### config.mk
export PLATFORM = sky130hd
export DESIGN_NAME = mlo_queue
export DESIGN_NICKNAME = d
export VERILOG_FILES = /design/src/hdl/mlo_pkg.sv /design/src/hdl/mlo_queue.sv
export SDC_FILE = /design/constraint.sdc
export NUM_CORES = 1
export LEC_CHECK = 0
export BUFFER_PORTS_ARGS = -buffer_cell sky130_fd_sc_hd__buf_2
export CAP_MARGIN = 20
export CORE_MARGIN = 1.5
export CORE_UTILIZATION = 40
export DETAILED_ROUTE_END_ITERATION = 7
export PLACE_DENSITY = 0.64
export SLEW_MARGIN = 20
export SYNTH_ARGS = -nofsm -noshare
export SYNTH_HDL_FRONTEND = slang
export SYNTH_SLANG_ARGS = --single-unit
### constraint.sdc
create_clock -name clk -period 2.8 [get_ports clk]
set_input_delay 0.84 -clock clk [delete_from_list [all_inputs] [get_ports clk]]
set_output_delay 0.84 -clock clk [all_outputs]
set_load 0.005 [all_outputs]
### src/hdl/mlo_pkg.sv
// ---------------------------------------------------------------------------
// mlo_pkg: shared types and constants for the mouse-look orientation block
// Field widths, angle format, CORDIC table and queue entry type.
// ---------------------------------------------------------------------------
package mlo_pkg;

    localparam int DELTA_W       = 16;
    localparam int SENS_W        = 16;
    localparam int SENS_FRAC     = 8;
    localparam logic [SENS_W-1:0] SENS_RESET = 16'd256;

    localparam int ANGLE_BITS    = 16;
    localparam int OUT_FRAC_BITS = 15;
    localparam int OUT_W         = 16;

    // delta * sensitivity, rounding add, then fraction bits dropped
    localparam int PROD_IN_W     = DELTA_W + SENS_W + 1;
    localparam int INC_W         = PROD_IN_W + 1 - SENS_FRAC;
    localparam int PSUM_W        = INC_W + 1;

    localparam int TURN_W        = 32;
    localparam int CORDIC_W      = 32;
    localparam int CORDIC_STEPS  = 30;
    localparam int ITER_W        = 5;
    localparam logic signed [CORDIC_W-1:0] CORDIC_GAIN = 32'sd652032874;

    localparam int PROD_W        = 2 * CORDIC_W;
    localparam int QSHIFT        = 2 * (CORDIC_W - 2) - OUT_FRAC_BITS;
    localparam logic signed [PROD_W-1:0] ROUND_HALF = 64'sd1 <<< (QSHIFT - 1);
    localparam logic signed [PROD_W-1:0] Q_MAX = (64'sd1 <<< OUT_FRAC_BITS) - 64'sd1;
    localparam logic signed [PROD_W-1:0] Q_MIN = -(64'sd1 <<< OUT_FRAC_BITS);

    localparam int QUEUE_DEPTH   = 2;

    typedef struct packed {
        logic [ANGLE_BITS-1:0]        yaw;
        logic signed [ANGLE_BITS-1:0] pitch;
    } angle_pair_t;

    typedef struct packed {
        logic full;
        logic empty;
    } queue_stat_t;

    // arctangent of 2^-i, 2^32 units per turn
    function automatic logic signed [TURN_W-1:0] atan_turn(input logic [ITER_W-1:0] idx);
        logic signed [TURN_W-1:0] val;
        case (idx)
            5'd0:    val = 32'h20000000;
            5'd1:    val = 32'h12E4051E;
            5'd2:    val = 32'h09FB385B;
            5'd3:    val = 32'h051111D4;
            5'd4:    val = 32'h028B0D43;
            5'd5:    val = 32'h0145D7E1;
            5'd6:    val = 32'h00A2F61E;
            5'd7:    val = 32'h00517C55;
            5'd8:    val = 32'h0028BE53;
            5'd9:    val = 32'h00145F2F;
            5'd10:   val = 32'h000A2F98;
            5'd11:   val = 32'h000517CC;
            5'd12:   val = 32'h00028BE6;
            5'd13:   val = 32'h000145F3;
            5'd14:   val = 32'h0000A2FA;
            5'd15:   val = 32'h0000517D;
            5'd16:   val = 32'h000028BE;
            5'd17:   val = 32'h0000145F;
            5'd18:   val = 32'h00000A30;
            5'd19:   val = 32'h00000518;
            5'd20:   val = 32'h0000028C;
            5'd21:   val = 32'h00000146;
            5'd22:   val = 32'h000000A3;
            5'd23:   val = 32'h00000051;
            5'd24:   val = 32'h00000029;
            5'd25:   val = 32'h00000014;
            5'd26:   val = 32'h0000000A;
            5'd27:   val = 32'h00000005;
            5'd28:   val = 32'h00000003;
            5'd29:   val = 32'h00000001;
            default: val = '0;
        endcase
        return val;
    endfunction

endpackage

### src/hdl/mlo_queue.sv
// ---------------------------------------------------------------------------
// mlo_queue: short angle-pair queue
// Decouples the angle update from the trigonometry back end.
// ---------------------------------------------------------------------------
module mlo_queue
#(
    parameter int DEPTH = mlo_pkg::QUEUE_DEPTH
)
(
    input  logic                  clk,
    input  logic                  rst_n,
    input  logic                  push,
    input  mlo_pkg::angle_pair_t  push_data,
    input  logic                  pop,
    output mlo_pkg::angle_pair_t  head,
    output mlo_pkg::queue_stat_t  q_stat
);

    localparam int PTR_W = (DEPTH > 1) ? $clog2(DEPTH) : 1;
    localparam int CNT_W = $clog2(DEPTH + 1);

    mlo_pkg::angle_pair_t mem_reg [DEPTH];
    logic [PTR_W-1:0]     wr_ptr_reg, rd_ptr_reg;
    logic [CNT_W-1:0]     count_reg;

    function automatic logic [PTR_W-1:0] ptr_inc(input logic [PTR_W-1:0] p);
        return (p == PTR_W'(DEPTH - 1)) ? '0 : p + PTR_W'(1);
    endfunction

    assign head         = mem_reg[rd_ptr_reg];
    assign q_stat.full  = (count_reg == CNT_W'(DEPTH));
    assign q_stat.empty = (count_reg == '0);

    always_ff @(posedge clk or negedge rst_n)
    begin
        if (!rst_n)
        begin
            wr_ptr_reg <= '0;
            rd_ptr_reg <= '0;
            count_reg  <= '0;
        end
        else
        begin
            if (push)
            begin
                wr_ptr_reg <= ptr_inc(wr_ptr_reg);
            end
            if (pop)
            begin
                rd_ptr_reg <= ptr_inc(rd_ptr_reg);
            end
            if (push && !pop)
            begin
                count_reg <= count_reg + CNT_W'(1);
            end
            else if (pop && !push)
            begin
                count_reg <= count_reg - CNT_W'(1);
            end
        end
    end

    always_ff @(posedge clk)
    begin
        if (push)
        begin
            mem_reg[wr_ptr_reg] <= push_data;
        end
    end

endmodule

Word level (Yosys, flattened, before mapping). Memory sizes are Yosys's and may differ from the RTL's. Index checks and enable logic that the tools add are counted.

Add/subtract/negate cells: 4. Multiply operators: 0. Div/mod/pow operators: 0. Order comparisons: 0. Equality and inequality tests: 1. Shift operators: 0. Muxes and demuxes: 6. Bitwise operators: 0. Reduce and logical (&&, ||, !) cells: 6.

Operators by type and width (count): two-way mux 1 bit (4); two-way mux 2 bit (2); adder 1 bit (second input constant) (2); adder 2 x 1 -> 2 bit (second input constant) (1); equality test 2 bit (second input constant) (1); logical AND 1 bit (2); zero test 1 bit (2); zero test 2 bit (1); nonzero test 2 bit (1); subtractor 2 x 1 -> 2 bit (second input constant) (1).

Bits in registers: 4. Latch bits: 0. Bits in writable memories: 64. Memory bits (read-only): 0. Output and inout port bits: 34. Memories kept: 1.

Memories: mem_reg (depth 2, bits a word 32, read ports 1, clocked after memory_dff 0, wr ports 1, RTL line mlo_queue.sv:22) `mlo_pkg::angle_pair_t mem_reg [DEPTH];`.

Longest topological paths before layout.
Depth in word-level cells: 4. Gate-level depth with buffers: 5. Depth with buffers taken out: 5.

Worst setup path before layout. Ideal clock, no wire load.

Kind: input-to-reg. From: input push. To: memory mem_reg[0][0] in the netlist's numbering, enable pin. Setup time: 0.425 ns. Data arrival time: 2.288 ns. Slack: 0.088 ns. Stages: 1. Cell sequence: nor2b_1.

Longest elaborated chain between the ends: 2.

RTL lines: start: declaration (RTL line mlo_queue.sv:12) `input logic push,`; two-way mux 1 bit (RTL line mlo_queue.sv:65) `if (push)`; two-way mux 1 bit (implied by the code) (RTL line mlo_queue.sv:67) `mem_reg[wr_ptr_reg] <= push_data;`; end: declaration (RTL line mlo_queue.sv:22).

No other way between the ends.

==> results.toml <==
[outcome]
status = "finished clean"

[global_route]
first_global_vias = 1389
antenna_found_initial = 0
grt_use_total_pct = 12.6
grt_max_degree = 22
grt_pass1_wl_microns = 6720
overflow = 0

[drt]
routed.top_layer = "met4"
wl_microns = 4240
drt-initial-drc-count = 47
vias_per_cell = 4.57
wl_met3_microns = 263
drt-met1-wl_microns = 1750
met2WireLength_microns = 2200
route.detailed.drc = 0
dr.pass1.iters = 2
vias = 1266
routedWlPerCell_microns = 15.3
ant_nets = 0

[finish]
largest_register_ff_count = 64
layout-drive-gt1-share_pct = 60.5
layout.nets = 232
diodes = 0
stdcell_count = 277
area_delta_synth_final_pct = 24.7
stdcell_area_sq_um = 3300

[timing]
relSlewSlack_pct = 57.4
finalCritPeriodShare_pct = 90.7
tightest_slew_ns = 0.638
period_needed_ns = 2.54
setup_viol = 0
report.final.hold_viol_count = 0
hold_ws_ns = 0.318
finalMaxSlewViolations = 0
fin_setup_tns_ns = 0
rsz0062_at_grt = "false"
clock.fmax_mhz = 394
finalClockSkew_ns = 0.00681

[cts]
worstSkewPairLatency_ns = 0.32
postCtsSetupRepairBufs = 0
cts_root_buf = "clkbuf_8"
cts-htree-levels = 3
path_clk_slew_ns = 0.07
cts_hold_buf = 0
cts_tree = "yes"
cts_buffer_depth = 2
cts_buffers = 9
numClockSinks = 68
ctsResizeCount = 0

[yosys]
syn_area_sq_um = 2650
yosysTopAreaCellShare_pct = 72.6
synth_cells = 116
synth_area_leaders = "edfxtp_1 (73%), mux2_4 (16%), dfrtp_1 (3.8%), buf_12 (2.3%), xor2_1 (1.3%)"
synth_area_leader_cell = "edfxtp_1"
synth_cell_types = 13
async_flop_share_pct = 5.88
synth_warnings = 0
ys_seq_area_share_pct = 76.3
synth_area_per_cell_sq_um = 22.8
yosys.cell_count.top_type = "edfxtp_1"
syn_nets = 153
yosys-top-cells-count = "edfxtp_1 (64), mux2_4 (29), dfrtp_1 (4), xor2_1 (4)"
synth_edf_count = 64
synth_seq_cells = 68
synth_ff_type = "edfxtp_1"

[critical_path]
slowest_delay_ns = 0.64
required_ns = 1.96
critPathArrivalTime_ns = 1.70
path_cells = "buf_12 > mux2_2 > buf_2"
cp-end-kind = "primary output"
worstReg2RegStart = "wr_ptr_reg"
critPathTopFamily = "flip-flops"
rrSetupSlack_ns = 1.25
r2r_cells = 2
r2r-end = "mem_reg[1][24]"
cpMaxStageDelayCell = "dfrtp_2"
cp.depth = 3
start_kind = "flip-flop"
worstPathMaxFanout = 21
crit_buf_inv = 2
crit_type = "flip-flop to primary output"
crit_path_start = "rd_ptr_reg"
cp-endpoint = "head[12]"

[pwr]
peakVddDrop_v = 0.000490
p_leak_nw = 1.36
power_density_nw_per_um2 = 984

[job]
maxCapViolCount = 0

[die]
die_h_microns = 84.4
row_count = 29
start_util_pct = 41.5
dieArea_sq_um = 7120
ios = 70
core_area_sq_um = 6390
die_width_microns = 84.4

[min_path]
min_path_type = "input pin to asynchronous set/reset pin"

[placement]
dp_cells = 261
gp_congestion = 0.734
place_area_sq_um = 3090
port_buffers = 69
post-dp-hpwl_microns = 3000
worst register-to-register path, cell delays in order (launching register included):
cell and delay [ns]:
dfrtp_1 0.42, and2_1 0.57, buf_12 0.26
worst min-delay path by stage:
stage	startpoint	endpoint	slack (ns)	cells past startpoint
floorplan	wr_ptr_reg	wr_ptr_reg	0.46	1
global placement	count_reg[1]	count_reg[1]	0.47	1
detailed placement	count_reg[1]	count_reg[1]	0.52	1
CTS	rst_n	count_reg[0]	0.30	1
global route	rst_n	count_reg[0]	0.30	1
finish	rst_n	count_reg[0]	0.32	1
placed cells by master, fill, tap and decap left out:
master,n
xnor2_1,1
inv_1,1
mux2_2,3
clkinv_4,1
dfrtp_2,1
xor2_1,4
nor2b_4,1
nor2b_1,1
nor2_1,2
clkbuf_8,9
clkbuf_1,1
buf_12,3
ha_1,1
edfxtp_1,64
dfrtp_1,3
and2_1,1
buf_2,69
mux2_4,29
clkinv_2,2
inv_6,1
bufinv_16,2
stage by stage:
step	util, %	power (W)	worst slack [ns]
floorplan	-	0.00215	0.0875
global placement	48.4	0.00241	0.629
detailed placement	48.4	0.00244	0.585
CTS	51.7	0.00330	0.224
global route	51.7	0.00341	0.180
finish	51.7	0.00325	0.260
layer usage:
metal / global-route usage, % / vias up
met3: 4.13 / 4
met5: 0 / -
li1: - / 607
met2: 21.5 / 47
met4: 5.28 / 0
met1: 14.7 / 608
report_power, final:
part | internal, W | switching (W) | leakage, nW | total (W)
Clock | 0.000503 | 0.000342 | 0.111 | 0.000845
Sequential | 0.00136 | 0.000124 | 0.646 | 0.00148
Combinational | 0.000555 | 0.000370 | 0.600 | 0.000925
area by class of cell:
class,count,area (sq um)
inverters,1,3.75
fillers,541,3080
clock buffers,10,128
multi-input cells,43,559
repair buffers,72,405
clock inverters,6,87.6
flip-flops and latches,68,2020
well taps,77,96.3
cell families (layout without fill, tap and decap cells):
logic type,after synthesis,in the layout,share of synthesized area [%]
xor gates and xnor gates,5,5,1.65
DFF,68,68,76.3
adders and majority gates,1,1,0.472
buffers and inverters,5,89,2.83
and+or+nand+nor,5,5,0.992
muxes,32,32,17.7
No activity file was read; power rests on OpenSTA's default activity.
