--- config.mk ---
export PLATFORM = sky130hd
export DESIGN_NAME = mlo_back
export DESIGN_NICKNAME = d
export VERILOG_FILES = /design/src/hdl/mlo_pkg.sv /design/src/hdl/mlo_cordic.sv /design/src/hdl/mlo_back.sv
export SDC_FILE = /design/constraint.sdc
export NUM_CORES = 2
export LEC_CHECK = 0
export BUFFER_PORTS_ARGS = -buffer_cell sky130_fd_sc_hd__buf_4
export CAP_MARGIN = 20
export CORE_ASPECT_RATIO = 1.4
export CORE_MARGIN = 4
export CORE_UTILIZATION = 35
export CTS_BUF_LIST = sky130_fd_sc_hd__clkbuf_8
export CTS_CLUSTER_DIAMETER = 200
export CTS_CLUSTER_SIZE = 25
export DETAILED_ROUTE_END_ITERATION = 10
export SKIP_CTS_REPAIR_TIMING = 1
export SYNTH_ARGS = -nofsm -noshare
export SYNTH_HDL_FRONTEND = slang
export SYNTH_SLANG_ARGS = --single-unit
--- constraint.sdc ---
create_clock -name clk -period 20.5 [get_ports clk]
set_input_delay 3.075 -clock clk [delete_from_list [all_inputs] [get_ports clk]]
set_output_delay 3.075 -clock clk [all_outputs]
set_load 0.05 [all_outputs]
--- src/hdl/mlo_pkg.sv ---
// ---------------------------------------------------------------------------
// mlo_pkg: shared types and constants for the mouse-look orientation block
// Field widths, angle format, CORDIC table and queue entry type.
// ---------------------------------------------------------------------------
package mlo_pkg;

    localparam int DELTA_W       = 16;
    localparam int SENS_W        = 16;
    localparam int SENS_FRAC     = 8;
    localparam logic [SENS_W-1:0] SENS_RESET = 16'd256;

    localparam int ANGLE_BITS    = 16;
    localparam int OUT_FRAC_BITS = 15;
    localparam int OUT_W         = 16;

    // delta * sensitivity, rounding add, then fraction bits dropped
    localparam int PROD_IN_W     = DELTA_W + SENS_W + 1;
    localparam int INC_W         = PROD_IN_W + 1 - SENS_FRAC;
    localparam int PSUM_W        = INC_W + 1;

    localparam int TURN_W        = 32;
    localparam int CORDIC_W      = 32;
    localparam int CORDIC_STEPS  = 30;
    localparam int ITER_W        = 5;
    localparam logic signed [CORDIC_W-1:0] CORDIC_GAIN = 32'sd652032874;

    localparam int PROD_W        = 2 * CORDIC_W;
    localparam int QSHIFT        = 2 * (CORDIC_W - 2) - OUT_FRAC_BITS;
    localparam logic signed [PROD_W-1:0] ROUND_HALF = 64'sd1 <<< (QSHIFT - 1);
    localparam logic signed [PROD_W-1:0] Q_MAX = (64'sd1 <<< OUT_FRAC_BITS) - 64'sd1;
    localparam logic signed [PROD_W-1:0] Q_MIN = -(64'sd1 <<< OUT_FRAC_BITS);

    localparam int QUEUE_DEPTH   = 2;

    typedef struct packed {
        logic [ANGLE_BITS-1:0]        yaw;
        logic signed [ANGLE_BITS-1:0] pitch;
    } angle_pair_t;

    typedef struct packed {
        logic full;
        logic empty;
    } queue_stat_t;

    // arctangent of 2^-i, 2^32 units per turn
    function automatic logic signed [TURN_W-1:0] atan_turn(input logic [ITER_W-1:0] idx);
        logic signed [TURN_W-1:0] val;
        case (idx)
            5'd0:    val = 32'h20000000;
            5'd1:    val = 32'h12E4051E;
            5'd2:    val = 32'h09FB385B;
            5'd3:    val = 32'h051111D4;
            5'd4:    val = 32'h028B0D43;
            5'd5:    val = 32'h0145D7E1;
            5'd6:    val = 32'h00A2F61E;
            5'd7:    val = 32'h00517C55;
            5'd8:    val = 32'h0028BE53;
            5'd9:    val = 32'h00145F2F;
            5'd10:   val = 32'h000A2F98;
            5'd11:   val = 32'h000517CC;
            5'd12:   val = 32'h00028BE6;
            5'd13:   val = 32'h000145F3;
            5'd14:   val = 32'h0000A2FA;
            5'd15:   val = 32'h0000517D;
            5'd16:   val = 32'h000028BE;
            5'd17:   val = 32'h0000145F;
            5'd18:   val = 32'h00000A30;
            5'd19:   val = 32'h00000518;
            5'd20:   val = 32'h0000028C;
            5'd21:   val = 32'h00000146;
            5'd22:   val = 32'h000000A3;
            5'd23:   val = 32'h00000051;
            5'd24:   val = 32'h00000029;
            5'd25:   val = 32'h00000014;
            5'd26:   val = 32'h0000000A;
            5'd27:   val = 32'h00000005;
            5'd28:   val = 32'h00000003;
            5'd29:   val = 32'h00000001;
            default: val = '0;
        endcase
        return val;
    endfunction

endpackage

--- src/hdl/mlo_cordic.sv ---
// ---------------------------------------------------------------------------
// mlo_cordic: iterative CORDIC rotator, one micro-rotation per cycle while advance is high
// Reduces the angle to a quadrant plus residual and yields cosine and sine
// with 30 fraction bits.
// ---------------------------------------------------------------------------
module mlo_cordic
(
    input  logic                                  clk,
    input  logic                                  load,
    input  logic                                  advance,
    input  logic [mlo_pkg::ITER_W-1:0]            iter,
    input  logic [mlo_pkg::TURN_W-1:0]            angle,
    output logic signed [mlo_pkg::CORDIC_W-1:0]   cos_val,
    output logic signed [mlo_pkg::CORDIC_W-1:0]   sin_val,
    output logic signed [mlo_pkg::CORDIC_W-1:0]   nsin_val
);

    localparam int TW = mlo_pkg::TURN_W;

    logic signed [mlo_pkg::CORDIC_W-1:0] x_reg, y_reg;
    logic signed [TW-1:0]                z_reg;
    logic [1:0]                          quad_reg;

    logic [TW-1:0]                       biased;
    logic [1:0]                          quad;
    logic signed [mlo_pkg::CORDIC_W-1:0] xs, ys;
    logic signed [TW-1:0]                step_atan;

    assign biased    = angle + (TW'(1) << (TW - 3));
    assign quad      = biased[TW-1:TW-2];
    assign xs        = x_reg >>> iter;
    assign ys        = y_reg >>> iter;
    assign step_atan = mlo_pkg::atan_turn(iter);

    always_ff @(posedge clk)
    begin
        if (load)
        begin
            quad_reg <= quad;
            z_reg    <= signed'(angle - {quad, {(TW-2){1'b0}}});
            x_reg    <= mlo_pkg::CORDIC_GAIN;
            y_reg    <= '0;
        end
        else if (advance)
        begin
            if (!z_reg[TW-1])
            begin
                x_reg <= x_reg - ys;
                y_reg <= y_reg + xs;
                z_reg <= z_reg - step_atan;
            end
            else
            begin
                x_reg <= x_reg + ys;
                y_reg <= y_reg - xs;
                z_reg <= z_reg + step_atan;
            end
        end
    end

    // rotate the result back by the quadrant; the negated sine comes along
    always_comb
    begin
        unique case (quad_reg)
            2'd0:
            begin
                cos_val  = x_reg;
                sin_val  = y_reg;
                nsin_val = -y_reg;
            end
            2'd1:
            begin
                cos_val  = -y_reg;
                sin_val  = x_reg;
                nsin_val = -x_reg;
            end
            2'd2:
            begin
                cos_val  = -x_reg;
                sin_val  = -y_reg;
                nsin_val = y_reg;
            end
            default:
            begin
                cos_val  = y_reg;
                sin_val  = -x_reg;
                nsin_val = x_reg;
            end
        endcase
    end

endmodule

--- src/hdl/mlo_back.sv ---
// ---------------------------------------------------------------------------
// mlo_back: half-angle trigonometry and quaternion assembly
// Runs yaw and pitch CORDIC lanes side by side, forms the four products on
// one shared multiplier and holds the result in the output register.
// ---------------------------------------------------------------------------
module mlo_back
(
    input  logic                              clk,
    input  logic                              rst_n,
    input  mlo_pkg::angle_pair_t              head,
    input  mlo_pkg::queue_stat_t              q_stat,
    output logic                              pop,
    output logic                              m_tvalid,
    input  logic                              m_tready,
    output logic [6*mlo_pkg::OUT_W-1:0]       m_tdata
);

    localparam int AB    = mlo_pkg::ANGLE_BITS;
    localparam int CW    = mlo_pkg::CORDIC_W;
    localparam int PW    = mlo_pkg::PROD_W;
    localparam int OW    = mlo_pkg::OUT_W;
    localparam int TW    = mlo_pkg::TURN_W;
    localparam int CNT_W = 3;
    localparam logic [mlo_pkg::ITER_W-1:0] LAST_ITER = mlo_pkg::ITER_W'(mlo_pkg::CORDIC_STEPS - 1);
    localparam logic [CNT_W-1:0] LAST_CNT = CNT_W'(4);

    typedef enum logic [3:0]
    {
        B_IDLE = 4'b0001,
        B_ROT  = 4'b0010,
        B_MUL  = 4'b0100,
        B_OUT  = 4'b1000
    } back_state_t;

    back_state_t state_reg, state_next;

    logic [mlo_pkg::ITER_W-1:0] iter_reg;
    logic [CNT_W-1:0]           cnt_reg;
    mlo_pkg::angle_pair_t       pair_reg;
    logic signed [PW-1:0]       prod_reg;
    logic signed [OW-1:0]       quat_reg [4];
    logic                       m_tvalid_reg;
    logic [6*OW-1:0]            m_tdata_reg;

    logic [TW-1:0]              yaw_turn, pitch_turn;
    logic signed [CW-1:0]       cy, sy, nsy, cp, sp, unused_nsp;
    logic signed [CW-1:0]       op_a, op_b;
    logic signed [PW-1:0]       rnd_sum, shifted;
    logic signed [OW-1:0]       rounded;
    logic [1:0]                 slot;
    logic                       out_free;

    // half angle: read the angle in units of twice a full turn
    assign yaw_turn   = {1'b0, head.yaw, {(TW-1-AB){1'b0}}};
    assign pitch_turn = {head.pitch[AB-1], head.pitch, {(TW-1-AB){1'b0}}};

    assign pop      = (state_reg == B_IDLE) && !q_stat.empty;
    assign out_free = !m_tvalid_reg || m_tready;

    mlo_cordic u_cordic_yaw
    (
        .clk      (clk),
        .load     (pop),
        .advance  (state_reg == B_ROT),
        .iter     (iter_reg),
        .angle    (yaw_turn),
        .cos_val  (cy),
        .sin_val  (sy),
        .nsin_val (nsy)
    );

    mlo_cordic u_cordic_pitch
    (
        .clk      (clk),
        .load     (pop),
        .advance  (state_reg == B_ROT),
        .iter     (iter_reg),
        .angle    (pitch_turn),
        .cos_val  (cp),
        .sin_val  (sp),
        .nsin_val (unused_nsp)
    );

    // w = cy*cp, x = cy*sp, y = sy*cp, z = -sy*sp
    always_comb
    begin
        case (cnt_reg[1:0])
            2'd0:
            begin
                op_a = cy;
                op_b = cp;
            end
            2'd1:
            begin
                op_a = cy;
                op_b = sp;
            end
            2'd2:
            begin
                op_a = sy;
                op_b = cp;
            end
            default:
            begin
                op_a = nsy;
                op_b = sp;
            end
        endcase
    end

    always_comb
    begin
        rnd_sum = prod_reg + mlo_pkg::ROUND_HALF;
        shifted = rnd_sum >>> mlo_pkg::QSHIFT;
        if (shifted > mlo_pkg::Q_MAX)
        begin
            rounded = mlo_pkg::Q_MAX[OW-1:0];
        end
        else if (shifted < mlo_pkg::Q_MIN)
        begin
            rounded = mlo_pkg::Q_MIN[OW-1:0];
        end
        else
        begin
            rounded = shifted[OW-1:0];
        end
    end

    assign slot = cnt_reg[1:0] - 2'd1;

    always_comb
    begin
        state_next = state_reg;
        unique case (state_reg)
            B_IDLE:
            begin
                if (pop)
                begin
                    state_next = B_ROT;
                end
            end
            B_ROT:
            begin
                if (iter_reg == LAST_ITER)
                begin
                    state_next = B_MUL;
                end
            end
            B_MUL:
            begin
                if (cnt_reg == LAST_CNT)
                begin
                    state_next = B_OUT;
                end
            end
            B_OUT:
            begin
                if (out_free)
                begin
                    state_next = B_IDLE;
                end
            end
            default:
            begin
                state_next = B_IDLE;
            end
        endcase
    end

    always_ff @(posedge clk or negedge rst_n)
    begin
        if (!rst_n)
        begin
            state_reg    <= B_IDLE;
            iter_reg     <= '0;
            cnt_reg      <= '0;
            m_tvalid_reg <= 1'b0;
        end
        else
        begin
            state_reg <= state_next;
            if (pop)
            begin
                iter_reg <= '0;
            end
            else if (state_reg == B_ROT)
            begin
                iter_reg <= iter_reg + mlo_pkg::ITER_W'(1);
            end
            if (state_reg == B_MUL)
            begin
                cnt_reg <= cnt_reg + CNT_W'(1);
            end
            else
            begin
                cnt_reg <= '0;
            end
            if (state_reg == B_OUT && out_free)
            begin
                m_tvalid_reg <= 1'b1;
            end
            else if (m_tready)
            begin
                m_tvalid_reg <= 1'b0;
            end
        end
    end

    always_ff @(posedge clk)
    begin
        if (pop)
        begin
            pair_reg <= head;
        end
        if (state_reg == B_MUL)
        begin
            if (cnt_reg != LAST_CNT)
            begin
                prod_reg <= op_a * op_b;
            end
            if (cnt_reg != '0)
            begin
                quat_reg[slot] <= rounded;
            end
        end
        if (state_reg == B_OUT && out_free)
        begin
            m_tdata_reg <= {OW'(pair_reg.pitch), OW'(pair_reg.yaw),
                            quat_reg[3], quat_reg[2], quat_reg[1], quat_reg[0]};
        end
    end

    assign m_tvalid = m_tvalid_reg;
    assign m_tdata  = m_tdata_reg;

endmodule

* Word-level counts from Yosys, hierarchy flattened
Memories as Yosys holds them, arrays and structs flattened. A register that Yosys moved wholly into a read port is not among the register bits.
Cells that the tools add are included.
** Cells by class
- Add/subtract/negate cells :: 24
- Multipliers :: 1
- Order comparisons :: 2
- Eq/ne operators :: 17
- Shifts and indexed selects :: 4
- Multiplexer cells :: 32
- Reductions and logical operators :: 15
** Operators with widths (count)
- case mux 32 bit (3 select lines) :: 5
- 2-to-1 mux 32 bit :: 11
- subtractor 32 bit :: 7
- adder 32 bit :: 6
- negator 32 bit :: 4
- >>> shifter 32 x 5 -> 32 bit :: 4
- adder 64 x 46 -> 64 bit (second input constant) :: 1
- multiplier 32 x 32 -> 64 bit :: 1
- case mux 32 bit (2 select lines) :: 1
- adder 31 x 30 -> 32 bit (second input constant) :: 1
- adder 31 x 31 -> 32 bit (second input constant) :: 1
- 2-to-1 mux 16 bit :: 2
- subtractor 31 x 32 -> 32 bit :: 1
- > comparator 19 x 16 -> 1 bit (second input constant) :: 1
- less-than comparator 19 x 16 -> 1 bit (second input constant) :: 1
- 2-to-1 mux 4 bit :: 4
- case mux 4 bit (4 select lines) :: 1
- 2-to-1 mux 5 bit :: 2
- != test 2 bit (second input constant) :: 4
- == test 2 x 1 -> 1 bit (second input constant) :: 3
- == test 2 bit (second input constant) :: 3
- logical NOT 2 bit :: 3
- adder 5 x 1 -> 5 bit (second input constant) :: 1
- == test 5 bit (second input constant) :: 1
- other kinds (18) :: 26
** Storage, ports and cells
- Flip-flop bits (word level) :: 401
- RAM bits :: 64
- Memory bits (read-only) :: 1920
- Input port bits :: 37
- Output and inout port bits :: 98
- Logic and storage cells :: 114
- Memories :: 3
** Memories
- (name not given) :: depth 32, width 30, read ports 1, clocked after Yosys merged registers in 0, wr ports 0, line mlo_pkg.sv:48 : case (idx)
- (name not given) :: depth 32, width 30, read ports 1, clocked after Yosys merged registers in 0, wr ports 0, line mlo_pkg.sv:48
- quat_reg :: depth 4, width 16, read ports 4, clocked after Yosys merged registers in 4, wr ports 1, line mlo_back.sv:41 : logic signed [OW-1:0] quat_reg [4];

* Longest topological paths before layout
An unclocked memory read counts as a cell.
- Word-level depth :: 5
- Depth in mapped cells :: 41
- Depth with buffers taken out :: 40

* Cells and area by module
A second synthesis with hierarchy kept.
** Second synthesis, totals
- Cell total of the unflattened synthesis :: 9254
- Area, all modules :: 79969.2 µm²
** Modules (own cells, without submodules)
- mlo_back :: instances 1, cells each 4468, area an instance 43559.3 µm², sequential area each 6692.7 µm²
- mlo_cordic at u_cordic_yaw :: instances 1, cells each 2447, area an instance 18448.9 µm², sequential area each 2302.2 µm²
- mlo_cordic at u_cordic_pitch :: instances 1, cells each 2339, area an instance 17961.0 µm², sequential area each 2302.2 µm²

* Worst setup path before layout
OpenSTA, ideal clock, no wires.
- Path kind :: flip-flop to flip-flop
- Start :: reg u_cordic_yaw.y_reg[2] (netlist bit)
- End :: reg prod_reg[60], data pin
- Setup time :: 0.259 ns
- Arrival time :: 10.131 ns
- Required time :: 20.241 ns
- Setup slack :: 10.110 ns
- Stages on the path, launching flop included :: 35
- Buffers on the path :: 3
- Period minus slack after synthesis :: 10.390 ns
- Cell sequence :: dfxtp_1 buf_2 or4_4 nor3_2 nand3_1 or4_1 nor3_1 xnor2_1 mux2i_1 a2111oi_0 a211o_1 buf_2 buf_2 nand2_1 fa_1 fa_1 fa_1 fa_1 inv_1 fa_1 fa_1 fa_1 fa_1 ha_1 a21o_1 a21o_1 a21oi_1 o21bai_1 a21o_1 nor2_1 o31ai_1 a21oi_1 o21ai_1 a21oi_1 xnor2_1
** On the way
- Cells in the longest elaborated chain, start to end :: 4
- Elaborated cells on any way between the ends :: 6
- Those cells by class :: 1 x add/sub; 1 x mul; 4 x mux
** Ends and longest elaborated chain
- start, declared :: line mlo_cordic.sv:20 : logic signed [mlo_pkg::CORDIC_W-1:0] x_reg, y_reg;
- start signal, assigned :: line mlo_cordic.sv:49 : y_reg <= y_reg + xs;
- start signal, assigned :: line mlo_cordic.sv:55 : y_reg <= y_reg - xs;
- negator 32 bit :: line mlo_cordic.sv:69, mlo_cordic.sv:73, mlo_cordic.sv:80
- case mux 32 bit (3 select lines) :: line mlo_cordic.sv:64 : unique case (quad_reg)
- case mux 32 bit (2 select lines) (*) :: line mlo_back.sv:87 : case (cnt_reg[1:0])
- multiplier 32 x 32 -> 64 bit (*) :: line mlo_back.sv:219 : prod_reg <= op_a * op_b;
- end signal, assigned :: line mlo_back.sv:219
- end, declared :: line mlo_back.sv:40 : logic signed [PW-1:0] prod_reg;
Every way passes the cells marked *; elsewhere a longest branch is shown, timed or not.
A chain may end at the register's enable or synchronous reset.

* Worst setup path in the final report
- Start :: reg u_cordic_yaw.x_reg[11] (netlist bit)
- End :: reg prod_reg[61], data pin
** On the way
- Cells in the longest elaborated chain, start to end :: 4
- Elaborated cells on any way between the ends :: 6
- Those cells by class :: 1 x add/sub; 1 x mul; 4 x mux
** Ends and longest elaborated chain
- start, declared :: line mlo_cordic.sv:20
- start signal, assigned :: line mlo_cordic.sv:41 : x_reg <= mlo_pkg::CORDIC_GAIN;
- start signal, assigned :: line mlo_cordic.sv:48 : x_reg <= x_reg - ys;
- start signal, assigned :: line mlo_cordic.sv:54 : x_reg <= x_reg + ys;
- negator 32 bit :: line mlo_cordic.sv:75, mlo_cordic.sv:79, mlo_cordic.sv:86
- case mux 32 bit (3 select lines) :: line mlo_cordic.sv:64
- case mux 32 bit (2 select lines) (*) :: line mlo_back.sv:87
- multiplier 32 x 32 -> 64 bit (*) :: line mlo_back.sv:219
Marks and branches as above.

==> metrics.md <==
| Metric | Value |
|---|---|
| Setup crit start | `u_cordic_yaw.x_reg[11]` |
| Fill cells | `22,108` |
| Mean Syn Cell Area | `8.85 um2` |
| CP peak stage delay | `1.06 ns` |
| Crit path kind | `flop to flop` |
| CP Data Arrival Time | `13.17 ns` |
| Slew @ Worst Pin | `1.15 ns` |
| DR WL met3 | `18.1 mm` |
| Clock slew at reported path FFs | `0.22 ns` |
| Syn. warnings | `0` |
| DRT iter0 DRCs | `5,238` |
| Sum of negative setup slack | `0 ns` |
| Met2 wire length | `137 mm` |
| Worst Skew | `0.0980 ns` |
| Drt first pass iters | `8` |
| Die width | `405 um` |
| Post-synthesis cell area | `77,300 um2` |
| DP HPWL | `210 mm` |
| Final ANT Viol Nets | `0` |
| Tmin final | `12.58 ns` |
| Clk_lat worst skew | `0.81 ns` |
| Asr flop ratio synth | `0.0309` |
| WL/cell | `24.3 um` |
| Post-DR vias/cell | `5.74` |
| Starting Density | `0.353` |
| DR top layer | `met4` |
| IO buf count | `133` |
| Most common cell after layout, fill and taps aside | `inv_1` |
| Vias in the first global route | `68,605` |
| Largest net degree at the start of global routing | `128` |
| Startpoint types | `flop` |
| Htree depth | `1` |
| Most used DFF post-synth | `edfxtp_1` |
| Die Ht | `564 um` |
| RD Place Congestion | `0.991` |
| Crit-path slowest cell | `fa_1` |
| Fin crit share | `0.614` |
| Hold Vio Cnt, Final | `0` |
| Status | `finished clean` |
| Slew headroom | `0.231` |
| CTS root buffer | `clkbuf_8` |
| Cells after synthesis | `8,738` |
| R2R Path Start | `u_cordic_yaw.x_reg[11]` |
| Met1 WL | `96.8 mm` |
| Die footprint | `229,000 um2` |
| Fin. max-slew vios | `0` |
| Total Wirelength | `277 mm` |
| Most area-hungry cell type in the Yosys netlist | `fa_1` |
| Nets@finish | `10,059` |
| Synthesized net count | `10,256` |
| Global Route Usage Sum | `0.240` |
| Most frequent cells in the layout | `1,131 x inv_1, 1,088 x fa_1, 996 x nor2_1` |
| Total CTS buffers | `21` |
| RSZ-0062 raised after global routing | `false` |
| Max FFs per register | `96` |
| Antenna violations before repair | `6` |
| Share of post-route cells with drive strength above 1 | `0.0903` |
| Synth area leaders | `fa_1 28%, edfxtp_1 11%, ha_1 6.4%` |
| Syn-to-layout area delta | `5.94%` |
| Max frequency | `79.5 MHz` |
| Min-delay src | `quat_reg[3][2]` |
| Core area | `219,000 um2` |
| Library cells used by synthesis | `110` |
| Sequential fraction of the synthesis area | `0.146` |
| CTS tree | `yes` |
| Final setup violation count | `0` |
| Clock Sink Count | `421` |
| Crit-path max FO | `30` |
| Row count | `203` |
| I/O pin count | `135` |
| Number of synthesized flops with an enable pin | `280` |
| Required @ worst endpoint | `21.10 ns` |
| Congestion Overflow GR | `0` |
| CTS Buffer Depth | `3` |
| Yosys top cell area share | `0.282` |
| First-pass GRT wire length | `421 mm` |
| Max-cap violation count | `0` |
| CP dominant cell by count | `fa_1` |
| # DRC | `0` |
| Flops & latches, synth | `421` |
| Via count | `65,600` |
| CP endpoint kind | `flop` |
| Worst hold path type | `flop to flop` |
==> routing by layer <==
metal  up-vias  track usage
met2      2888        0.422
li1      28641            -
met3       986       0.0330
met4         0        0.177
met1     33085        0.264
met5         -            0
==> worst paths after layout <==
check	cells after the start	slack, ns	endpoint
max	32	7.92	prod_reg[61]
min	0	0.42	m_tdata[50]
max reg2reg	32	7.92	prod_reg[61]
min reg2reg	0	0.42	m_tdata[50]
max in group asynchronous	1	17.92	state_reg[0]
min in group asynchronous	1	2.15	iter_reg[4]
==> final cells by class <==
cell class	instances	area [um2]	share of cell area
Clock buffer	21	289	0.00353
Tap cell	2870	3590	0.0438
Clock inverter	17	98.8	0.00121
Antenna cell	4	10.0	0.000122
Timing Repair Buffer	362	2750	0.0335
Multi-Input combinational cell	6607	59600	0.728
Inverter	1128	4240	0.0518
Sequential cell	421	11300	0.138
==> synthesized netlist by cell type (all sizes together) (69+ instances only) <==
cell	number
ha	393
xnor2	277
nand3	116
mux4	144
a21oi	442
o21ai	397
clkbuf	436
xor2	181
buf	146
mux2	105
nor2b	69
inv	1122
nand2	766
mux2i	181
nand2b	197
fa	1088
nor2	1004
nor3	126
edfxtp	280
a31oi	87
a21o	114
dfxtp	128
==> worst max-delay path: cells and delay by family, from the launching register on <==
kind	cells	cell delay (ns)
DFF	1	0.57
xor gates and xnor gates	1	0.18
and+or+nand+nor	7	2.38
adders and majority gates	9	5.31
AOI/OAI and AO/OA	12	2.78
buffers and inverters	2	0.97
muxes	1	0.12
==> through the flow <==
stage / setup WS, ns / utilization / cells / cell area, um2 / hold WS [ns]
after floorplan: 10.11 / - / 8738 / 77300 / 0.400
after global placement: 8.33 / 0.372 / 11385 / 81500 / 0.401
after detailed placement: 8.17 / 0.372 / 11386 / 81500 / 0.405
after CTS: 8.04 / 0.374 / 11424 / 81900 / 0.421
after global routing: 7.13 / 0.374 / 11429 / 81900 / 0.430
final: 7.92 / 0.374 / 11430 / 81900 / 0.423
==> kinds of logic (layout without fill, tap and decap cells) <==
group	count (synthesis)	count (layout)	synth area share
AOI/OAI and AO/OA	1601	1601	0.132
xor gates and xnor gates	458	458	0.0519
adders and majority gates	1481	1481	0.345
buffers and inverters	1710	1528	0.0868
DFF	421	421	0.146
muxes	430	430	0.0811
other	0	4	0
and+or+nand+nor	2637	2637	0.157
Power is not shown: default switching activity piles up to over one toggle a cycle in this logic, so the estimate is an artifact.
