==> src/hdl/mlo_pkg.sv <==
// ---------------------------------------------------------------------------
// mlo_pkg: shared types and constants for the mouse-look orientation block
// Field widths, angle format, CORDIC table and queue entry type.
// ---------------------------------------------------------------------------
package mlo_pkg;

    localparam int DELTA_W       = 16;
    localparam int SENS_W        = 16;
    localparam int SENS_FRAC     = 8;
    localparam logic [SENS_W-1:0] SENS_RESET = 16'd256;

    localparam int ANGLE_BITS    = 16;
    localparam int OUT_FRAC_BITS = 15;
    localparam int OUT_W         = 16;

    // delta * sensitivity, rounding add, then fraction bits dropped
    localparam int PROD_IN_W     = DELTA_W + SENS_W + 1;
    localparam int INC_W         = PROD_IN_W + 1 - SENS_FRAC;
    localparam int PSUM_W        = INC_W + 1;

    localparam int TURN_W        = 32;
    localparam int CORDIC_W      = 32;
    localparam int CORDIC_STEPS  = 30;
    localparam int ITER_W        = 5;
    localparam logic signed [CORDIC_W-1:0] CORDIC_GAIN = 32'sd652032874;

    localparam int PROD_W        = 2 * CORDIC_W;
    localparam int QSHIFT        = 2 * (CORDIC_W - 2) - OUT_FRAC_BITS;
    localparam logic signed [PROD_W-1:0] ROUND_HALF = 64'sd1 <<< (QSHIFT - 1);
    localparam logic signed [PROD_W-1:0] Q_MAX = (64'sd1 <<< OUT_FRAC_BITS) - 64'sd1;
    localparam logic signed [PROD_W-1:0] Q_MIN = -(64'sd1 <<< OUT_FRAC_BITS);

    localparam int QUEUE_DEPTH   = 2;

    typedef struct packed {
        logic [ANGLE_BITS-1:0]        yaw;
        logic signed [ANGLE_BITS-1:0] pitch;
    } angle_pair_t;

    typedef struct packed {
        logic full;
        logic empty;
    } queue_stat_t;

    // arctangent of 2^-i, 2^32 units per turn
    function automatic logic signed [TURN_W-1:0] atan_turn(input logic [ITER_W-1:0] idx);
        logic signed [TURN_W-1:0] val;
        case (idx)
            5'd0:    val = 32'h20000000;
            5'd1:    val = 32'h12E4051E;
            5'd2:    val = 32'h09FB385B;
            5'd3:    val = 32'h051111D4;
            5'd4:    val = 32'h028B0D43;
            5'd5:    val = 32'h0145D7E1;
            5'd6:    val = 32'h00A2F61E;
            5'd7:    val = 32'h00517C55;
            5'd8:    val = 32'h0028BE53;
            5'd9:    val = 32'h00145F2F;
            5'd10:   val = 32'h000A2F98;
            5'd11:   val = 32'h000517CC;
            5'd12:   val = 32'h00028BE6;
            5'd13:   val = 32'h000145F3;
            5'd14:   val = 32'h0000A2FA;
            5'd15:   val = 32'h0000517D;
            5'd16:   val = 32'h000028BE;
            5'd17:   val = 32'h0000145F;
            5'd18:   val = 32'h00000A30;
            5'd19:   val = 32'h00000518;
            5'd20:   val = 32'h0000028C;
            5'd21:   val = 32'h00000146;
            5'd22:   val = 32'h000000A3;
            5'd23:   val = 32'h00000051;
            5'd24:   val = 32'h00000029;
            5'd25:   val = 32'h00000014;
            5'd26:   val = 32'h0000000A;
            5'd27:   val = 32'h00000005;
            5'd28:   val = 32'h00000003;
            5'd29:   val = 32'h00000001;
            default: val = '0;
        endcase
        return val;
    endfunction

endpackage

==> src/hdl/mlo_front.sv <==
// ---------------------------------------------------------------------------
// mlo_front: delta intake and head angle update
// Scales each mouse delta by the sensitivity, wraps yaw, clamps pitch and
// pushes the new angle pair into the queue.
// ---------------------------------------------------------------------------
module mlo_front
(
    input  logic                            clk,
    input  logic                            rst_n,
    input  logic                            cfg_wr_en,
    input  logic [mlo_pkg::SENS_W-1:0]      cfg_wr_data,
    input  logic                            s_tvalid,
    output logic                            s_tready,
    input  logic [2*mlo_pkg::DELTA_W-1:0]   s_tdata,
    output logic                            push,
    output mlo_pkg::angle_pair_t            push_data,
    input  mlo_pkg::queue_stat_t            q_stat
);

    localparam int AB = mlo_pkg::ANGLE_BITS;
    localparam int PW = mlo_pkg::PSUM_W;
    localparam logic signed [PW-1:0] QUARTER = PW'(1) <<< (AB - 2);

    typedef enum logic [2:0]
    {
        F_IDLE = 3'b001,
        F_MUL  = 3'b010,
        F_UPD  = 3'b100
    } front_state_t;

    front_state_t state_reg, state_next;

    logic [mlo_pkg::SENS_W-1:0]                sens_reg;
    logic signed [mlo_pkg::DELTA_W-1:0]        dx_reg, dy_reg;
    logic signed [mlo_pkg::PROD_IN_W-1:0]      px_reg, py_reg;
    logic [AB-1:0]                             yaw_reg, yaw_next;
    logic signed [AB-1:0]                      pitch_reg, pitch_next;

    logic signed [mlo_pkg::SENS_W:0]           sens_s;
    logic signed [mlo_pkg::PROD_IN_W:0]        rx, ry;
    logic signed [mlo_pkg::INC_W-1:0]          inc_x, inc_y;
    logic signed [PW-1:0]                      psum;
    logic                                      accept;

    assign s_tready = (state_reg == F_IDLE);
    assign accept   = s_tvalid && s_tready;
    assign sens_s   = signed'({1'b0, sens_reg});
    assign push     = (state_reg == F_UPD) && !q_stat.full;

    // round to nearest, ties up, then drop the fraction bits
    always_comb
    begin
        rx    = {px_reg[mlo_pkg::PROD_IN_W-1], px_reg} + (mlo_pkg::PROD_IN_W+1)'(128);
        ry    = {py_reg[mlo_pkg::PROD_IN_W-1], py_reg} + (mlo_pkg::PROD_IN_W+1)'(128);
        inc_x = rx[mlo_pkg::PROD_IN_W:mlo_pkg::SENS_FRAC];
        inc_y = ry[mlo_pkg::PROD_IN_W:mlo_pkg::SENS_FRAC];

        yaw_next = yaw_reg - inc_x[AB-1:0];

        psum = PW'(pitch_reg) + PW'(inc_y);
        if (psum > QUARTER)
        begin
            pitch_next = QUARTER[AB-1:0];
        end
        else if (psum < -QUARTER)
        begin
            pitch_next = -QUARTER[AB-1:0];
        end
        else
        begin
            pitch_next = psum[AB-1:0];
        end
    end

    assign push_data.yaw   = yaw_next;
    assign push_data.pitch = pitch_next;

    always_comb
    begin
        state_next = state_reg;
        unique case (state_reg)
            F_IDLE:
            begin
                if (accept)
                begin
                    state_next = F_MUL;
                end
            end
            F_MUL:
            begin
                state_next = F_UPD;
            end
            F_UPD:
            begin
                if (!q_stat.full)
                begin
                    state_next = F_IDLE;
                end
            end
            default:
            begin
                state_next = F_IDLE;
            end
        endcase
    end

    always_ff @(posedge clk or negedge rst_n)
    begin
        if (!rst_n)
        begin
            state_reg <= F_IDLE;
            sens_reg  <= mlo_pkg::SENS_RESET;
            yaw_reg   <= '0;
            pitch_reg <= '0;
        end
        else
        begin
            state_reg <= state_next;
            if (cfg_wr_en)
            begin
                sens_reg <= cfg_wr_data;
            end
            if (push)
            begin
                yaw_reg   <= yaw_next;
                pitch_reg <= pitch_next;
            end
        end
    end

    always_ff @(posedge clk)
    begin
        if (accept)
        begin
            dx_reg <= s_tdata[mlo_pkg::DELTA_W-1:0];
            dy_reg <= s_tdata[2*mlo_pkg::DELTA_W-1:mlo_pkg::DELTA_W];
        end
        if (state_reg == F_MUL)
        begin
            px_reg <= dx_reg * sens_s;
            py_reg <= dy_reg * sens_s;
        end
    end

endmodule

==> config.mk <==
export PLATFORM = sky130hd
export DESIGN_NAME = mlo_front
export DESIGN_NICKNAME = d
export VERILOG_FILES = /design/src/hdl/mlo_pkg.sv /design/src/hdl/mlo_front.sv
export SDC_FILE = /design/constraint.sdc
export NUM_CORES = 1
export LEC_CHECK = 0
export ABC_AREA = 1
export BUFFER_PORTS_ARGS = -buffer_cell sky130_fd_sc_hd__buf_2
export CAP_MARGIN = 0
export CORE_MARGIN = 1.5
export CORE_UTILIZATION = 66
export DETAILED_ROUTE_END_ITERATION = 10
export PLACE_DENSITY = 0.82
export SLEW_MARGIN = 10
export SYNTH_ARGS = -nofsm -noshare
export SYNTH_HDL_FRONTEND = slang
export SYNTH_SLANG_ARGS = --single-unit
==> constraint.sdc <==
create_clock -name clk -period 6.7 [get_ports clk]
set_clock_uncertainty 0.15 [all_clocks]
set_input_delay 0 -clock clk [delete_from_list [all_inputs] [get_ports clk]]
set_output_delay 0 -clock clk [all_outputs]
set_load 0.02 [all_outputs]
# [Word-level counts from Yosys, hierarchy flattened]
# Index checks and enable logic that the tools add are counted.
# W data, S select, Z words.
[totals] regBits=140 word_cells=30
[classes] add_sub_neg=4 n_mul=2 magnitude_cmp=2 eq_ne=5 n_mux=5 n_reduce_logical=4
[op_table] op="$add A33 B9 Y34 const B" n=1
[op_table] op="$mul A16 B17 Y33" n=1
[op_table] op="$mux W16" n=2
[op_table] op="$add A16 B26 Y27" n=1
[op_table] op="$gt A27 B16 Y1 const B" n=1
[op_table] op="$lt A27 B15 Y1 const B" n=1
[op_table] op="$add A24 B9 Y24 const B" n=1
[op_table] op="$mul A16 B17 Y24" n=1
[op_table] op="$sub A16 B16 Y16" n=1
[op_table] op="$pmux W3 S3" n=1
[op_table] op="$mux W3" n=2
[op_table] op="$eq A3 B1 Y1 const B" n=1
[op_table] op="$eq A3 B2 Y1 const B" n=1
[op_table] op="$eq A3 B3 Y1 const B" n=1
[op_table] op="$logic_and A1 B1 Y1" n=2
[op_table] op="$ne A2 B1 Y1 const B" n=1
[op_table] op="$ne A2 B2 Y1 const B" n=1
[op_table] op="$reduce_and A2 Y1" n=1
[op_table] op="$logic_not A1 Y1" n=1

# [Longest topological paths before layout]
# Gate-level depths: netlist of the first run.
[depth] depth_word=5 mapped_depth=31 mapped_depth_nobuf=30

# [Least setup slack after synthesis of the first run]
# OpenSTA, ideal clock, no wires.
[synth_timing] path_type="flip-flop to flip-flop" from="register dy_reg[2] (netlist name)" to="register py_reg[30] (netlist name), data pin" arrival_time_ns=5.481 slack_ns=0.810 stages_incl_launch_ff=24 period_less_slack_ns=5.890 cell_sequence="edfxtp_1 > clkbuf_1 > clkbuf_1 > nand2_1 > fa_1 > fa_1 > fa_1 > fa_1 > inv_1 > fa_1 > inv_1 > fa_1 > inv_1 > ha_1 > a21oi_1 > o21a_1 > nand3_1 > nand3_1 > nand2_1 > a21boi_0 > o21ai_1 > nand3_1 > nand2_1 > xor2_1"
[synth_via] elab_chain_cells=1
[synth_lines] item="start: declaration" line_no="mlo_front.sv:34" rtl="logic signed [mlo_pkg::DELTA_W-1:0] dx_reg, dy_reg;"
[synth_lines] item="start signal: assignment" line_no="mlo_front.sv:136" rtl="dy_reg <= s_tdata[2*mlo_pkg::DELTA_W-1:mlo_pkg::DELTA_W];"
[synth_lines] item="$mul A16 B17 Y33" line_no="mlo_front.sv:141" rtl="py_reg <= dy_reg * sens_s;"
[synth_lines] item="end signal: assignment" line_no="mlo_front.sv:141"
[synth_lines] item="end: declaration" line_no="mlo_front.sv:35" rtl="logic signed [mlo_pkg::PROD_IN_W-1:0] px_reg, py_reg;"
# No other way between the ends.
# A chain may end at the register's enable or synchronous reset.

# [Worst setup path in the final report of the first run]
[layout_timing] from="register sens_reg[7] (netlist name)" to="register py_reg[27] (netlist name), data pin"
[layout_via] elab_chain_cells=1
[layout_lines] item="start: declaration" line_no="mlo_front.sv:33" rtl="logic [mlo_pkg::SENS_W-1:0] sens_reg;"
[layout_lines] item="start signal: assignment" line_no="mlo_front.sv:112" rtl="sens_reg <= mlo_pkg::SENS_RESET;"
[layout_lines] item="start signal: assignment" line_no="mlo_front.sv:121" rtl="sens_reg <= cfg_wr_data;"
[layout_lines] item="$mul A16 B17 Y33" line_no="mlo_front.sv:141"
# No other way between the ends.

==> flow_summary_export.csv, run 1 <==
group,metric,value,unit
synthesis,synthArstFlopShare,40.48,%
critical_path,critical_path_class,"reg -> reg",
floorplanning,die_x,195.8,µm
route,highest_layer,"met4",
placement,post-dp-hpwl,49.36,mm
synthesis,yosys_warnings,0,
route,wl_met1,25.05,mm
placement,place_congestion,0.9364,
cells_and_area,largest_reg_flops,26,
floorplanning,die_h,195.8,µm
route,viasPerCell,5.501,
grt,antenna_found_initial,2,
timing,rsz0062_at_grt,"false",
clock_network,h-tree-depth,4,
clock_network,post_cts_buffers,0,
floorplanning,io-pin-count,88,
timing,hold_viol_final,0,
route,wl_met3,5.954,mm
grt,overflow,0,
outcome,status,"finished, final reports clean",
grt,grt_max_degree,52,
synthesis,synth_nets,3873,
route,vias,21040,
cells_and_area,final_layout_size_suffix_gt1_share,6.708,%
synthesis,synthFlopType,"edfxtp_1",
synthesis,ys_ff_latch,126,
timing,worst_slew_pin_slew,1214,ps
grt,grt_util_all_layers,36.67,%
floorplanning,dieArea,38330,µm²
clock_network,clock_sinks,126,
route,met2_length,31.09,mm
clock_network,cts.clk_slew.worst_paths,60,ps
timing,setup_viol,0,
route,wl_per_cell,17.24,µm
timing,setup_tns,0,ps
route,drt-total-wl,65.93,mm
synthesis,netlist_area,24530,µm²
cells_and_area,areaGrowthSynthToFinish,9.514,%
flow_run,drv_cap,0,
synthesis,ys_top_cells_by_area,"fa_1, inv_1, nand2_1, ha_1, edfxtp_1",
grt,grt_pass1_vias,22480,
cells_and_area,nNetsFinal,3997,
critical_path,rrSetupSlack,140,ps
route,first_pass_iters,8,
timing,fmaxAchievable,152.4,MHz
floorplanning,rows,70,
synthesis,synth_edf_count,75,
synthesis,synth_top_area_share,29.63,%
timing,finalCritPeriodShare,97.95,%
clock_network,cts_root_buf,"clkbuf_16",
clock_network,clock_latency,460,ps
synthesis,yosysTopAreaCell,"fa_1",
synthesis,synth_cells,3217,
timing,fin_crit,6562,ps
critical_path,crit_required,6760,ps
clock_network,cts_tree,"built",
critical_path,crit_path_start_kind,"flop",
route,ant_nets,0,
route,drt_iter0_markers,2002,
critical_path,cp_data_arrival_time,6620,ps
critical_path,path_max_fanout,13,
cells_and_area,num-fill-cells,2702,
clock_network,numCtsBuffers,17,
route,remaining_drc_errors,0,
critical_path,crit_path_end_kind,"flop",
synthesis,ys_types,49,
floorplanning,initial_core_util,67.00,%
synthesis,synth.top_cells.by_count,"inv_1, nand2_1, fa_1",
timing,drv_slew,0,
placement,port_buffers,86,
timing,slew_headroom,19.05,%
floorplanning,design.core.area,36610,µm²
grt,grt_pass1_wl,109.8,mm
synthesis,avgSynthCellArea,7.624,µm²
synthesis,yosysMostFrequentCell,"inv_1",
min_path,hp-class,"in -> async",
clock_network,cts.path.max_buffers,2,
synthesis,seq_area_frac_synth,14.40,%
## critical path, stage by stage, from the launching register on
cell      delay [ps]
dfrtp_1          860
buf_4            290
nand2_1          110
fa_1             570
inv_1            140
fa_1             610
fa_1             440
fa_1             470
fa_1             500
inv_1             50
fa_1             490
inv_1             50
ha_1             330
a21oi_1          240
inv_1             90
a21oi_1          190
o21ai_0          170
a221oi_1         250
o21ai_0          150
xor2_1           160
## metrics by stage
step / hold WS, ps / setup WS, ps / area, µm² / instances / utilization, %
after floorplan: -445.6 / 809.6 / 24530 / 3217 / -
after global placement: 27.06 / 440.6 / 25550 / 3714 / 69.80
after detailed placement: 28.09 / 381.0 / 25550 / 3714 / 69.80
after CTS: 81.65 / 368.0 / 26850 / 3822 / 73.34
after global routing: 100.8 / 12.20 / 26860 / 3824 / 73.37
final: 73.17 / 137.5 / 26860 / 3824 / 73.37
## routing by layer
layer | global-route usage, % | vias up
met1 | 44.46 | 9946
met4 | 19.86 | 0
met2 | 61.98 | 1091
met5 | 0 | -
met3 | 7.272 | 307
li1 | - | 9691
## logic make-up after synthesis
kind of cell    synth area share, %
simple gates                  19.49
mux                          0.3214
flops                         14.40
fa+ha+maj                     41.82
buf+inv                       15.63
xor+xnor                      4.071
compound gates                4.275
## cell usage in the layout (no fill, tap or decap), types with 46 or more instances in the layout
| master | count |
|---|---|
| fa_1 | 363 |
| ha_1 | 239 |
| nand2_1 | 862 |
| dlygate4sd3_1 | 76 |
| o21ai_0 | 51 |
| inv_1 | 895 |
| buf_4 | 56 |
| nand3_1 | 81 |
| a21oi_1 | 96 |
| xor2_1 | 78 |
| edfxtp_1 | 75 |
| buf_2 | 86 |
| nor2_1 | 107 |
| dfrtp_1 | 46 |
## worst paths after layout
| kind | start | end | depth (start not counted) |
|---|---|---|---|
| worst max-delay path | sens_reg[7] | py_reg[27] | 19 |
| max in group asynchronous | rst_n | sens_reg[1] | 3 |
| min in group clk | s_tdata[2] | dx_reg[2] | 2 |
| worst min-delay path | rst_n | yaw_reg[5] | 3 |
| worst max register to register | sens_reg[7] | py_reg[27] | 19 |
| worst min register to register | yaw_reg[11] | yaw_reg[11] | 2 |
## area by class of cell
cell class                      instances  area, µm²  area share [%]
Sequential cell                       126       3538           13.17
Clock inverter                         12      97.59          0.3633
Clock buffer                           20      436.7           1.626
Antenna cell                            2      5.005         0.01863
Timing Repair Buffer                  219       1632           6.074
Multi-Input combinational cell       2076      17180           63.97
Inverter                              901       3382           12.59
Tap cell                              468      585.6           2.180
## what timing repair did
action                                 CTS  global route
hold buffers                            76             0
endpoints found under the hold margin  124             0
setup endpoints to repair                0             4
resized for setup                        0             4
Power of run 1 is not shown: default switching activity piles up to over one toggle a cycle in this logic, so the estimate is an artifact.
==> run 2, diff against run 1 <==
--- a/config.mk
+++ b/config.mk
@@ -9,9 +9,10 @@
 export BUFFER_PORTS_ARGS = -buffer_cell sky130_fd_sc_hd__buf_2
 export CAP_MARGIN = 0
 export CORE_MARGIN = 1.5
-export CORE_UTILIZATION = 66
+export CORE_UTILIZATION = 25
 export DETAILED_ROUTE_END_ITERATION = 10
-export PLACE_DENSITY = 0.82
+export PLACE_DENSITY = 0.37
+export RECOVER_POWER = 50
 export SLEW_MARGIN = 10
 export SYNTH_ARGS = -nofsm -noshare
 export SYNTH_HDL_FRONTEND = slang
==> run 2 against run 1 <==
Effect of this change:
- the run now ends with capacitance limit, slew limit left
- count of clock-buffer cells in the layout down 1
- register-to-register slack better by 190 ps
- largest cell class unchanged
- critical path depth up 1
- sequential cell count unchanged
- critical path type unchanged
- routed wire length up 9.2%
- non-clock buffer count up 26
- sequential share of layout area down 0.64 points
- final cell count up 22%
- fmax up 3.0%
- first-iteration DRC count down 55%
- worst setup slack better by 190 ps
- core utilization down 44 points
==> flow_summary_export.csv, run 2 (synthesis results as in run 1) <==
group,metric,value,unit
cells_and_area,areaGrowthSynthToFinish,14.87,%
route,drt_iter0_markers,902,
grt,grt_max_degree,52,
floorplanning,die_x,316.2,µm
timing,drv_slew,132,
timing,worst_slew_pin_slew,3315,ps
clock_network,cts.clk_slew.worst_paths,80,ps
clock_network,cts.path.max_buffers,2,
timing,setup_tns,0,ps
grt,grt_pass1_vias,20510,
floorplanning,rows,114,
floorplanning,io-pin-count,88,
cells_and_area,num-fill-cells,10710,
clock_network,h-tree-depth,4,
critical_path,crit_path_start_kind,"flop",
placement,place_ws,351.9,ps
timing,setup_ws,326.5,ps
cells_and_area,final_layout_size_suffix_gt1_share,7.041,%
grt,grt_pass1_wl,115.3,mm
cells_and_area,stdcell_area,28170,µm²
placement,place_congestion,0.8238,
route,first_pass_iters,7,
critical_path,crit_path_end_kind,"flop",
route,vias,19180,
timing,finalCritPeriodShare,95.13,%
timing,hold_viol_final,0,
min_path,hp-class,"in -> reg",
timing,fmaxAchievable,156.9,MHz
clock_network,cts_resized,0,
critical_path,cp_data_arrival_time,6420,ps
outcome,violations,"capacitance limit, slew limit",
timing,slew_headroom,-121.0,%
timing,setup_viol,0,
critical_path,path_max_fanout,11,
critical_path,crit_required,6750,ps
floorplanning,design.core.area,96990,µm²
clock_network,clock_latency,480,ps
placement,place_area,26870,µm²
clock_network,clock_sinks,126,
placement,port_buffers,86,
critical_path,critical_path_class,"reg -> reg",
cells_and_area,diodes,0,
floorplanning,initial_core_util,25.29,%
timing,fin_crit,6374,ps
route,wl_per_cell,15.46,µm
outcome,status,"complete, but fails checks",
cells_and_area,nNetsFinal,4023,
clock_network,cts_root_buf,"clkbuf_16",
clock_network,numCtsBuffers,17,
cells_and_area,largest_reg_flops,26,
route,viasPerCell,4.120,
floorplanning,dieArea,100000,µm²
floorplanning,die_h,316.2,µm
cells_and_area,layout_common_cells,"inv_1, nand2_1, fa_1, ha_1, nor2_1",
grt,grt_util_all_layers,15.06,%
route,remaining_drc_errors,0,
grt,overflow,0,
timing,rsz0062_at_grt,"false",
clock_network,cts_tree,"built",
route,ant_nets,0,
cells_and_area,final_common_cell,"inv_1",
flow_run,drv_cap,3,
route,drt-total-wl,71.99,mm
grt,antenna_found_initial,0,
placement,post-dp-hpwl,60.58,mm
run 2: changes by cell type in the layout (fill, tap and decap cells not counted), sizes merged:
cell,delta
diode,-2
clkbuf,+13
clkinv,-3
buf,+12
inv,+4
run 2: worst max-delay path, stage by stage, from the launching register on:
cell and delay, ps:
edfxtp_1 720, nand2_1 210, fa_1 570, inv_1 50, fa_1 490, inv_1 50, fa_1 560, inv_1 60
fa_1 480, fa_1 500, inv_1 50, fa_1 480, inv_1 40, ha_1 340, a21oi_1 240, inv_1 80
a31oi_1 250, nand2_1 150, a21oi_1 280, o21ai_0 150, xor2_1 170
run 2: final cells by class:
class                           instances  area [µm²]  share of cell area, %
Inverter                              901        3382                  12.00
Sequential cell                       126        3531                  12.53
Tap cell                             1276        1597                  5.667
Timing Repair Buffer                  245        1916                  6.799
Multi-Input combinational cell       2076       17180                  60.99
Clock inverter                         13       132.6                 0.4707
Clock buffer                           19       432.9                  1.537
run 2: metal layers:
| metal | vias to the layer above | GRT usage, % | part of all wire, % | wire [µm] |
|---|---|---|---|---|
| met3 | 29 | 1.720 | 2.2 | 1563 |
| li1 | 9744 | - | - | - |
| met4 | 0 | 2.684 | 0.79 | 566 |
| met2 | 189 | 24.38 | 45 | 32250 |
| met1 | 9222 | 21.75 | 52 | 37610 |
| met5 | - | 0 | 0 | 0 |
run 2: final timing paths:
path                                  start     endpoint  slack [ps]  cells past startpoint
worst max-delay path              dy_reg[7]   py_reg[21]         330                     20
worst min-delay path            s_tdata[17]    dy_reg[1]          80                      2
worst max register to register    dy_reg[7]   py_reg[21]         330                     20
worst min register to register   yaw_reg[5]   yaw_reg[5]         340                      2
max in group asynchronous             rst_n  sens_reg[2]        3350                      3
min in group asynchronous             rst_n  yaw_reg[11]        1110                      3
run 2: stage by stage:
stage	hold slack, ps	utilization (%)	instances
6_report	84.42	29.05	4656
5_1_grt	56.58	29.05	4656
4_1_cts	27.17	29.07	4656
3_5_place_dp	28.12	27.71	4548
3_3_place_gp	27.16	27.71	4548
2_1_floorplan	-445.6	-	3217
run 2: timing repair:
action                                  CTS  global route
endpoints found under the setup margin    0             0
hold endpoints to repair                133             0
buffers inserted                          0             0
hold buffers                             76             0
Power of run 2 is left out for the same reason.
==> run 3, diff against run 2 <==
==> constraint.sdc (replaced) <==
create_clock -name clk -period 7.15 [get_ports clk]
set_clock_uncertainty 0.15 [all_clocks]
set_input_delay 0 -clock clk [delete_from_list [all_inputs] [get_ports clk]]
set_output_delay 0 -clock clk [all_outputs]
set_load 0.02 [all_outputs]
==> run 3 against run 2 <==
Effect of this change:
- the flow still finishes with violations (capacitance limit, slew limit)
- cell area fell by 0.67%
- count of clock-buffer cells in the layout fell by 2
- fmax fell by 3.7%
- via count barely moved
- non-clock buffer count fell by 20
- critical endpoint is now py_reg[30]
- sequential share of layout area rose by 0.085 points
==> flow_summary_export.csv, run 3 (synthesis results as in run 1) <==
group,metric,value,unit
outcome,status,"complete, but fails checks",
outcome,violations,"capacitance limit, slew limit",
flow_run,drv_cap,3,
grt,antenna_found_initial,0,
cells_and_area,largest_reg_flops,26,
critical_path,r2r_cells,21,
clock_network,clock_sinks,126,
placement,dpl.cell_count,4527,
floorplanning,initial_core_util,25.29,%
critical_path,slowest_delay,1070,ps
grt,overflow,0,
cells_and_area,multi_input_area,17180,µm²
clock_network,cts_tree,"built",
route,first_pass_iters,5,
floorplanning,io-pin-count,88,
timing,drv_slew,132,
clock_network,cts_root_buf,"clkbuf_16",
clock_network,clock_latency,490,ps
floorplanning,die_x,316.2,µm
route,drt-total-wl,72.71,mm
cells_and_area,num-fill-cells,10730,
timing,fmaxAchievable,151.1,MHz
cells_and_area,layout_common_cells,"inv_1, nand2_1, fa_1, ha_1, nor2_1",
grt,grt_util_all_layers,15.24,%
timing,setup_tns,0,ps
critical_path,rr_startpoint,"sens_reg[8]",
critical_path,critical_path_class,"reg -> reg",
route,drt_iter0_markers,969,
placement,post-dp-hpwl,60.27,mm
grt,use_met2,24.91,%
cells_and_area,areaGrowthSynthToFinish,14.10,%
placement,place_congestion,0.8284,
critical_path,crit_path_end_kind,"flop",
route,ant_nets,0,
grt,grt_busiest_layer,"met2",
grt,grt_max_degree,52,
critical_path,crit_chain,"nand2_1 > fa_1 > fa_1 > fa_1 > fa_1 > inv_1 > fa_1 > inv_1 > fa_1 > inv_1 > ha_1 > a21oi_1 > o21a_1 > nand3_1 > nand3_1 > nand2_1 > a21boi_0 > o21ai_1 > nand3_1 > nand2_1 > xor2_1",
clock_network,cts.clk_slew.worst_paths,80,ps
route,vias,19190,
timing,fin_crit,6617,ps
clock_network,h-tree-depth,4,
cells_and_area,nNetsFinal,4003,
grt,grt_pass1_wl,116.7,mm
min_path,hold_start,"s_tdata[22]",
timing,finalCritPeriodShare,92.55,%
cells_and_area,final_common_cell,"inv_1",
cells_and_area,stdcell_count,4636,
placement,place_area,26640,µm²
cells_and_area,final_layout_size_suffix_gt1_share,6.369,%
cells_and_area,final_util,28.85,%
route,wl_per_cell,15.68,µm
cells_and_area,stdcell_area,27990,µm²
cells_and_area,diodes,0,
timing,slew_headroom,-120.5,%
critical_path,crit_path_start,"sens_reg[8]",
grt,grt_pass1_vias,20580,
route,remaining_drc_errors,0,
cells_and_area,seq_area,3531,µm²
critical_path,cp_slowest_cell,"dfstp_1",
critical_path,path_max_fanout,11,
timing,worst_slew_pin_slew,3308,ps
grt,use_met1,21.91,%
timing,rsz0062_at_grt,"false",
critical_path,crit_required,7240,ps
clock_network,post_cts_buffers,0,
min_path,hp-class,"in -> reg",
critical_path,cp_data_arrival_time,6710,ps
route,viasPerCell,4.138,
timing,hold_viol_final,0,
clock_network,cts.path.max_buffers,2,
timing,setup_viol,0,
floorplanning,design.core.area,96990,µm²
critical_path,crit_path_start_kind,"flop",
clock_network,numCtsBuffers,17,
critical_path,path_common_cell,"fa_1",
min_path,min_path_cells,2,
placement,port_buffers,86,
grt,grt_use_met3,1.517,%
floorplanning,rows,114,
floorplanning,dieArea,100000,µm²
floorplanning,die_h,316.2,µm
[run 3: cell count changes in the layout (fill, tap and decap cells not counted), sizes merged]
cell,change
dlygate4sd3,+1
inv,+4
clkbuf,+1
clkinvlp,-2
bufinv,-1
buf,-24
clkinv,+1
[run 3: cell type report]
| type | instances | area share, % |
|---|---|---|
| timing repair buffer | 225 | 6.013 |
| tap | 1276 | 5.705 |
| sequential | 126 | 12.62 |
| clock buffer | 17 | 1.520 |
| multi-input combinational | 2076 | 61.40 |
| inverter | 901 | 12.08 |
| clock inverter | 15 | 0.6572 |
[run 3: stage by stage]
stage / setup WS, ps / hold slack [ps]
finish: 532.8 / 73.07
global route: 172.8 / 42.10
CTS: 666.2 / 19.11
detailed placement: 669.3 / 28.08
global placement: 689.9 / 26.69
floorplan: 1260 / -445.6
[run 3: final timing paths]
check | slack [ps] | endpoint
worst max-delay path | 530 | py_reg[30]
worst min-delay path | 70 | dy_reg[6]
worst max register to register | 530 | py_reg[30]
worst min register to register | 340 | yaw_reg[2]
max in group asynchronous | 3860 | sens_reg[3]
min in group asynchronous | 1080 | yaw_reg[10]
[run 3: timing repair]
action                                 CTS  global route
gates resized for setup                  0             0
hold buffers                            77             0
endpoints found under the hold margin  133             0
[run 3: per-layer routing]
layer	vias to the layer above	routed length, µm
li1	9710	-
met1	9241	37550
met2	198	32920
met3	36	1450
met4	0	791
met5	-	0
[run 3: worst max-delay path, delay by kind of cell (launching register included)]
family	cells	cell delay [ps]
XOR/XNOR	1	140
AND/OR/NAND/NOR	6	660
flip-flops	1	1070
adder cells (fa/ha/maj)	7	3390
buffers and inverters	3	140
AO/OA/AOI/OAI	4	810
Power of run 3 is left out for the same reason.
